**src/rtl/packet_header_checksum_check_macros.svh**
```systemverilog
// Assertion macros shared by the checksum checker RTL.
// Depends on nothing; included by files that carry concurrent checks.
`ifndef PACKET_HEADER_CHECKSUM_CHECK_MACROS_SVH
`define PACKET_HEADER_CHECKSUM_CHECK_MACROS_SVH

// Same-cycle implication, disabled while reset is held.
`define PHCC_ASSERT_NOW(label, clk, rst_n, ante, cons) \
    label: assert property (@(posedge clk) disable iff (!(rst_n)) (ante) |-> (cons)) \
        else $error("phcc same-cycle check failed");

// Next-cycle implication, disabled while reset is held.
`define PHCC_ASSERT_NEXT(label, clk, rst_n, ante, cons) \
    label: assert property (@(posedge clk) disable iff (!(rst_n)) (ante) |=> (cons)) \
        else $error("phcc next-cycle check failed");

`endif

```
**src/rtl/phcc_pkg.sv**
```systemverilog
// Types, header layout constants and length helpers for the checksum checker.
// Depends on nothing; used by the channel interfaces and the top level.
package phcc_pkg;

    localparam int unsigned WORD_W  = 16;
    localparam int unsigned ADDR_W  = 32;
    localparam int unsigned INDEX_W = 13;

    typedef logic [WORD_W-1:0]  t_word;
    typedef logic [ADDR_W-1:0]  t_addr;
    typedef logic [INDEX_W-1:0] t_index;

    // Header word positions
    localparam t_index IDX_SRC_HI = t_index'(0);
    localparam t_index IDX_SRC_LO = t_index'(1);
    localparam t_index IDX_DST_HI = t_index'(2);
    localparam t_index IDX_DST_LO = t_index'(3);
    localparam t_index IDX_SEQ    = t_index'(4);
    localparam t_index IDX_CHKSUM = t_index'(5);
    localparam t_index IDX_SIZE   = t_index'(6);

    localparam logic [16:0] HEADER_BITS = 17'd112;
    localparam t_index MIN_WORDS = t_index'(7);
    localparam t_index MAX_WORDS = t_index'(2056);

    // Magnitude of a word read as signed 16-bit; the most negative value maps to itself.
    function automatic t_word magnitude16(input t_word w);
        magnitude16 = w[WORD_W-1] ? t_word'(-w) : w;
    endfunction

    // Packet length in words: n = 112 + size, n += n mod 16, ceil(n / 16).
    function automatic t_index words_for_size(input t_word mag);
        logic [16:0] n;
        logic [17:0] padded;
        n      = HEADER_BITS + {1'b0, mag};
        padded = {1'b0, n} + {14'd0, n[3:0]} + 18'd15;
        words_for_size = padded[INDEX_W+3:4];
    endfunction

endpackage

```
**src/rtl/phcc_word_if.sv**
```systemverilog
// Input channel of the checksum checker: one packet word per request.
// Depends on phcc_pkg for the word type.
interface phcc_word_if;
    phcc_pkg::t_word data_word;
    logic            valid;
    logic            ready;

    modport source (output valid, output data_word, input ready);
    modport sink   (input valid, input data_word, output ready);
endinterface

```
**src/rtl/phcc_result_if.sv**
```systemverilog
// Result channel of the checksum checker: header fields and checksum verdict.
// Depends on phcc_pkg for the field types.
interface phcc_result_if;
    phcc_pkg::t_addr source_addr;
    phcc_pkg::t_addr dest_addr;
    phcc_pkg::t_word seq_number;
    phcc_pkg::t_word data_bits;
    phcc_pkg::t_word computed_checksum;
    logic            checksum_ok;
    logic            valid;
    logic            ready;

    modport source (output valid, output source_addr, output dest_addr, output seq_number,
                    output data_bits, output computed_checksum, output checksum_ok,
                    input ready);
    modport sink   (input valid, input source_addr, input dest_addr, input seq_number,
                    input data_bits, input computed_checksum, input checksum_ok,
                    output ready);
endinterface

```
**src/rtl/packet_header_checksum_check.sv**
```systemverilog
// Packet header parser and ones' complement checksum checker, top level.
// Depends on phcc_pkg, phcc_word_if, phcc_result_if and the assertion macro header.
//
// Packet words enter one per request on i_word, at up to one word per cycle; the
// block parses the seven-word header, folds every word except the checksum word into a
// 16-bit ones' complement sum and, on the packet's last word, presents one result on
// o_result with the addresses, magnitudes of the sequence and size words, the
// complemented sum and a match flag. A word passes an input register and then the
// end-around-carry adder into the result register, so a result is presented from the
// clock edge at which its last word leaves the input register; the adder
// and the length calculation on the size word set the cycle time. A stalled result holds
// the word behind it in the input register, and input flow resumes in the cycle the
// result is taken.
`include "packet_header_checksum_check_macros.svh"

module packet_header_checksum_check (
    input  logic          i_clk,
    input  logic          i_rst_n,
    phcc_word_if.sink     i_word,
    phcc_result_if.source o_result
);
    import phcc_pkg::*;

    // Input register
    logic   r_in_valid;
    t_word  r_in_word;

    // Packet state
    t_index r_idx,    n_idx;
    t_index r_total,  n_total;
    t_word  r_sum,    n_sum;
    t_addr  r_src,    n_src;
    t_addr  r_dst,    n_dst;
    t_word  r_seq,    n_seq;
    t_word  r_rx_chk, n_rx_chk;
    t_word  r_size,   n_size;

    // Result register
    logic   r_out_valid;
    t_addr  r_out_src;
    t_addr  r_out_dst;
    t_word  r_out_seq;
    t_word  r_out_bits;
    t_word  r_out_chk;
    logic   r_out_ok;

    logic        advance;
    logic        last;
    t_word       addend;
    logic [16:0] raw_sum;
    t_word       chk;

    assign advance      = r_in_valid && (!r_out_valid || o_result.ready);
    assign i_word.ready = !r_in_valid || advance;

    always_comb begin
        n_src    = r_src;
        n_dst    = r_dst;
        n_seq    = r_seq;
        n_rx_chk = r_rx_chk;
        n_size   = r_size;
        n_total  = r_total;

        addend  = (r_idx == IDX_CHKSUM) ? '0 : r_in_word;
        raw_sum = {1'b0, r_sum} + {1'b0, addend};
        n_sum   = raw_sum[15:0] + {15'd0, raw_sum[16]};

        unique case (r_idx)
            IDX_SRC_HI: n_src[31:16] = r_in_word;
            IDX_SRC_LO: n_src[15:0]  = r_in_word;
            IDX_DST_HI: n_dst[31:16] = r_in_word;
            IDX_DST_LO: n_dst[15:0]  = r_in_word;
            IDX_SEQ:    n_seq        = r_in_word;
            IDX_CHKSUM: n_rx_chk     = r_in_word;
            IDX_SIZE: begin
                n_size  = r_in_word;
                n_total = words_for_size(magnitude16(r_in_word));
            end
            default: ;
        endcase

        last = (r_idx >= IDX_SIZE) && ((r_idx + t_index'(1)) == n_total);
        chk  = ~n_sum;
        n_idx = last ? '0 : r_idx + t_index'(1);
    end

    always_ff @(posedge i_clk) begin
        if (!i_rst_n) begin
            r_in_valid  <= 1'b0;
            r_out_valid <= 1'b0;
            r_idx       <= '0;
            r_total     <= '0;
            r_sum       <= '0;
            r_src       <= '0;
            r_dst       <= '0;
            r_seq       <= '0;
            r_rx_chk    <= '0;
            r_size      <= '0;
        end else begin
            // Input register: load on accept, drain on advance
            if (i_word.valid && i_word.ready) begin
                r_in_valid <= 1'b1;
                r_in_word  <= i_word.data_word;
            end else if (advance) begin
                r_in_valid <= 1'b0;
            end

            if (advance && last) begin
                r_out_valid <= 1'b1;
            end else if (o_result.ready) begin
                r_out_valid <= 1'b0;
            end

            if (advance) begin
                r_src    <= n_src;
                r_dst    <= n_dst;
                r_seq    <= n_seq;
                r_rx_chk <= n_rx_chk;
                r_size   <= n_size;
                r_idx    <= n_idx;
                r_total  <= last ? '0 : n_total;
                r_sum    <= last ? '0 : n_sum;
                if (last) begin
                    r_out_src   <= n_src;
                    r_out_dst   <= n_dst;
                    r_out_seq   <= magnitude16(n_seq);
                    r_out_bits  <= magnitude16(n_size);
                    r_out_chk   <= chk;
                    r_out_ok    <= (chk == n_rx_chk);
                end
            end
        end
    end

    assign o_result.valid             = r_out_valid;
    assign o_result.source_addr       = r_out_src;
    assign o_result.dest_addr         = r_out_dst;
    assign o_result.seq_number        = r_out_seq;
    assign o_result.data_bits         = r_out_bits;
    assign o_result.computed_checksum = r_out_chk;
    assign o_result.checksum_ok       = r_out_ok;

    // Length unknown means still inside the header
    `PHCC_ASSERT_NOW(a_hdr_index, i_clk, i_rst_n, (r_total == '0), (r_idx <= IDX_SIZE))
    // Once known, length is in range and the index stays below it
    `PHCC_ASSERT_NOW(a_len_range, i_clk, i_rst_n, (r_total != '0),
        ((r_total >= MIN_WORDS) && (r_total <= MAX_WORDS) && (r_idx < r_total)))
    // Packet end restarts the index and the sum
    `PHCC_ASSERT_NEXT(a_restart, i_clk, i_rst_n, (advance && last),
        ((r_idx == '0) && (r_sum == '0) && (r_total == '0) && r_out_valid))
    // A presented result agrees with the checksum word it was judged against
    `PHCC_ASSERT_NOW(a_verdict, i_clk, i_rst_n, r_out_valid,
        (r_out_ok == (r_out_chk == r_rx_chk)))

endmodule

```
**src/flat_wrapper.sv**
```systemverilog
// flat-port wrapper written by rule: the top's interface ports become plain ports
module packet_header_checksum_check_flat import phcc_pkg::*;
  (i_clk, i_rst_n, i_word_valid, i_word_data_word, i_word_ready, o_result_valid, o_result_source_addr, o_result_dest_addr, o_result_seq_number, o_result_data_bits, o_result_computed_checksum, o_result_checksum_ok, o_result_ready);
  phcc_word_if i_word_i ();
  phcc_result_if o_result_i ();
  input  logic i_clk;
  input  logic i_rst_n;
  input wire logic [$bits(i_word_i.valid)-1:0] i_word_valid;
  input wire logic [$bits(i_word_i.data_word)-1:0] i_word_data_word;
  output wire logic [$bits(i_word_i.ready)-1:0] i_word_ready;
  output wire logic [$bits(o_result_i.valid)-1:0] o_result_valid;
  output wire logic [$bits(o_result_i.source_addr)-1:0] o_result_source_addr;
  output wire logic [$bits(o_result_i.dest_addr)-1:0] o_result_dest_addr;
  output wire logic [$bits(o_result_i.seq_number)-1:0] o_result_seq_number;
  output wire logic [$bits(o_result_i.data_bits)-1:0] o_result_data_bits;
  output wire logic [$bits(o_result_i.computed_checksum)-1:0] o_result_computed_checksum;
  output wire logic [$bits(o_result_i.checksum_ok)-1:0] o_result_checksum_ok;
  input wire logic [$bits(o_result_i.ready)-1:0] o_result_ready;
  assign i_word_i.valid = i_word_valid;
  assign i_word_i.data_word = i_word_data_word;
  assign i_word_ready = i_word_i.ready;
  assign o_result_valid = o_result_i.valid;
  assign o_result_source_addr = o_result_i.source_addr;
  assign o_result_dest_addr = o_result_i.dest_addr;
  assign o_result_seq_number = o_result_i.seq_number;
  assign o_result_data_bits = o_result_i.data_bits;
  assign o_result_computed_checksum = o_result_i.computed_checksum;
  assign o_result_checksum_ok = o_result_i.checksum_ok;
  assign o_result_i.ready = o_result_ready;
  packet_header_checksum_check u_core (.i_clk(i_clk), .i_rst_n(i_rst_n), .i_word(i_word_i), .o_result(o_result_i));
endmodule
```
**config.mk**
```make
export PLATFORM = sky130hd
export DESIGN_NAME = packet_header_checksum_check_flat
export DESIGN_NICKNAME = d
export VERILOG_FILES = /design/src/rtl/phcc_pkg.sv /design/src/rtl/phcc_word_if.sv /design/src/rtl/phcc_result_if.sv /design/src/rtl/packet_header_checksum_check.sv /design/src/flat_wrapper.sv
export VERILOG_INCLUDE_DIRS = /design/src /design/src/rtl
export SDC_FILE = /design/constraint.sdc
export NUM_CORES = 1
export LEC_CHECK = 0
export BUFFER_PORTS_ARGS = -buffer_cell sky130_fd_sc_hd__buf_2
export CAP_MARGIN = 20
export CORE_AREA = 2 2 177 179
export CTS_CLUSTER_SIZE = 12
export DETAILED_ROUTE_END_ITERATION = 7
export DIE_AREA = 0 0 179 181
export HOLD_SLACK_MARGIN = 0.06
export PLACE_DENSITY_LB_ADDON = 0.05
export SKIP_CTS_REPAIR_TIMING = 1
export SLEW_MARGIN = 20
export SYNTH_ARGS = -nofsm -noshare
export SYNTH_HDL_FRONTEND = slang
export SYNTH_SLANG_ARGS = --single-unit
```
**constraint.sdc**
```tcl
create_clock -name i_clk -period 14.33 [get_ports i_clk]
set_input_delay 0.7165 -clock i_clk [delete_from_list [all_inputs] [get_ports i_clk]]
set_output_delay 0.7165 -clock i_clk [all_outputs]
set_load 0.02 [all_outputs]
```
==> results.txt <==
Outcome -> complete, no violations
TritonCTS clock tree -> done
Setup TNS -> 0 ns
Crit-path slowest cell -> or4_1
DP HPWL -> 26300 um
Final Hold Vio Count -> 0
Most frequent cells in the layout -> 190 x nor2_1, 172 x nand2_1, 156 x dfxtp_1
Max cap viols -> 0
PwrDens -> 114 nW/um^2
Synth top area share -> 26.9%
Vias in the first global route -> 10.5k
Share of cells above drive strength 1 -> 18.1%
First-pass GRT wire length -> 61500 um
Syn Inst Count -> 1519
Synthesized area -> 14400 um^2
Initial antenna violation count -> 2
Vias per cell -> 5.54
Sequential power share -> 47.6%
Seq/Total Area, Yosys -> 48.5%
#FFs+latches synth -> 285
F_max -> 141 MHz
Boundary Pins -> 135
Clock latency on the worst-skew pair -> 0.58 ns
DR WL/cell -> 19.5 um
Top Family by Delay on Critical Path -> simple AND/OR/NAND/NOR gates
Worst vdd ir -> 0.0930 mV
Core ar. -> 30300 um^2
Slew Limit Fails -> 0
Bufs and invs on worst path -> 2
# DRC -> 0
CP cell instances -> or3_1 > o21ai_1 > xor2_1 > ha_1 > or3b_2 > mux2i_1 > nor2_1 > xnor2_1 > a31o_2 > o2111ai_1 > nor4_1 > a2111oi_1 > o2111ai_1 > or4_1 > nor3_2 > buf_4 > buf_4
Clk pin slew, worst setup/hold paths -> 0.06 ns
Post-route ant nets -> 0
Initial DRC Count -> 915
Synth Flop Type -> dfxtp_1
P&R area growth vs syn -> 13.4%
Commonest non-fill, non-tap cell in the layout -> nor2_1
# nets final -> 1660
Final worst path period need -> 7.11 ns
Crit-path max cell delay -> 0.84 ns
Arr. time, crit path -> 7.31 ns
Max Buffers Root-to-Sink -> 3
Via Count -> 11.3k
Syn Nets -> 1567
Critical Path RT -> 14.53 ns
GPL Wtd Cong -> 0.861
Largest net degree at the start of global routing -> 65
Area contributors post-synth -> edfxtp_1 27%, dfxtp_1 22%, nor2_1 5.0%
Final hold slack -> 0.316 ns
H-tree levels -> 1
Chip height -> 181 um
Clock Power Share -> 40.9%
Pleak -> 6.06 nW
Synth cell types -> 80
Power Total -> 0.00186 W
Die area -> 32400 um^2
Post-synth EDFFs -> 129
Final Setup Violations -> 0
Number of diodes -> 0
Worst Setup Path Type -> flip-flop to flip-flop
I/O Buffers -> 134
Comb pwr share -> 11.5%
Clock skew -> 0.0123 ns
Initial Util -> 47.5%
Ys async rst share -> 0%
Mean Syn Cell Area -> 9.49 um^2
Relative slew slack -> 25.7%
Switching Fraction -> 25.7%
Pint -> 0.00138 W
Rows -> 64
Die X-Extent -> 179 um
Clock sink total -> 285
CP Launch Type -> flip-flop
Critical Path Sink Type -> flip-flop
Worst-Margin Slew -> 1.11 ns
Crit-path max FO -> 64
RSZ-0062 raised after global routing -> no
Part of the cycle the worst path needs -> 49.6%
CTS buffer count -> 31
Total GRT Usage -> 24.4%
Fillcell total -> 2806
Total wire length -> 39600 um
GR Overflow Total -> 0
Final Cell Area -> 16400 um^2
Placement Cell Area -> 15400 um^2
Min-delay worst type -> input port to flip-flop
Yosys warns -> 0
Synth area leader -> edfxtp_1
Psw -> 0.000478 W
CTS root buf -> clkbuf_16
First-pass DRT Iterations -> 6
==> area by class of cell <==
type / count / area [um^2] / share of cell area [%]
well taps: 396 / 495 / 3.03
repair buffers: 158 / 851 / 5.20
inverters: 31 / 118 / 0.719
flip-flops and latches: 285 / 7000 / 42.8
clock buffers: 46 / 892 / 5.45
multi-input cells: 1105 / 6920 / 42.3
clock inverters: 11 / 77.6 / 0.474
==> synthesized netlist by cell type, types with 27 or more instances <==
cell / n
nand3_1: 27
xnor2_1: 74
dfxtp_1: 156
edfxtp_1: 129
xor2_1: 50
o21ai_0: 47
inv_1: 31
clkbuf_1: 81
nor2_1: 192
ha_1: 27
nor3_1: 104
nand2_1: 173
mux2_2: 52
a21oi_1: 82
mux2i_1: 47
==> registers in the layout, indices dropped and copies added, names as in the netlist <==
signal	flops
u_core.r_in_valid	1
u_core.r_src	32
u_core.r_sum	16
u_core.o_result.dest_addr	32
u_core.r_seq	16
u_core.r_size	16
u_core.r_dst	32
u_core.r_rx_chk	16
u_core.r_idx	13
u_core.o_result.data_bits	16
u_core.o_result.valid	1
u_core.o_result.computed_checksum	16
u_core.r_in_word	16
u_core.o_result.source_addr	32
u_core.o_result.checksum_ok	1
u_core.o_result.seq_number	16
u_core.r_total	13
==> kinds of logic after synthesis <==
| group | after synthesis | synth area share, % |
|---|---|---|
| fa+ha+maj | 28 | 2.48 |
| compound gates | 231 | 10.2 |
| mux | 99 | 7.32 |
| flops | 285 | 48.5 |
| buf+inv | 129 | 3.61 |
| xor+xnor | 126 | 7.80 |
| simple gates | 621 | 20.0 |
==> power by group through the flow <==
stage | Sequential, W | Combinational [W] | Clock, W
after floorplan | 0.000898 | 0.000160 | 0
after global placement | 0.000903 | 0.000211 | 0
after detailed placement | 0.000903 | 0.000213 | 0
after CTS | 0.000886 | 0.000214 | 0.000780
after global routing | 0.000888 | 0.000237 | 0.000812
final | 0.000886 | 0.000214 | 0.000760
==> metal layers <==
layer,routed length (um),share of wire [%],up-vias,GRT usage [%]
met4,833,2.1,0,5.95
met2,18000,46,327,38.3
met5,0,0,-,0
met1,18200,46,5382,35.1
li1,-,-,5501,-
met3,2520,6.4,55,3.94
==> per-stage QoR <==
step           setup slack [ns]  cells  util [%]
6_report                   7.22   2032      53.9
3_3_place_gp               7.43   1975      50.7
2_1_floorplan              1.57   1519         -
5_1_grt                    6.70   2032      53.9
3_5_place_dp               7.29   1975      50.7
4_1_cts                    7.28   2032      53.9
==> worst paths after layout <==
path,from,to,slack [ns],cells past startpoint
max,u_core.r_in_word[2],u_core.o_result.dest_addr[30],7.22,17
min reg2reg,u_core.r_rx_chk[8],u_core.r_rx_chk[8],0.45,2
min,i_word_data_word[5],u_core.r_in_word[5],0.32,1
max reg2reg,u_core.r_in_word[2],u_core.o_result.dest_addr[30],7.22,17
(Power assumes the default switching activity.)
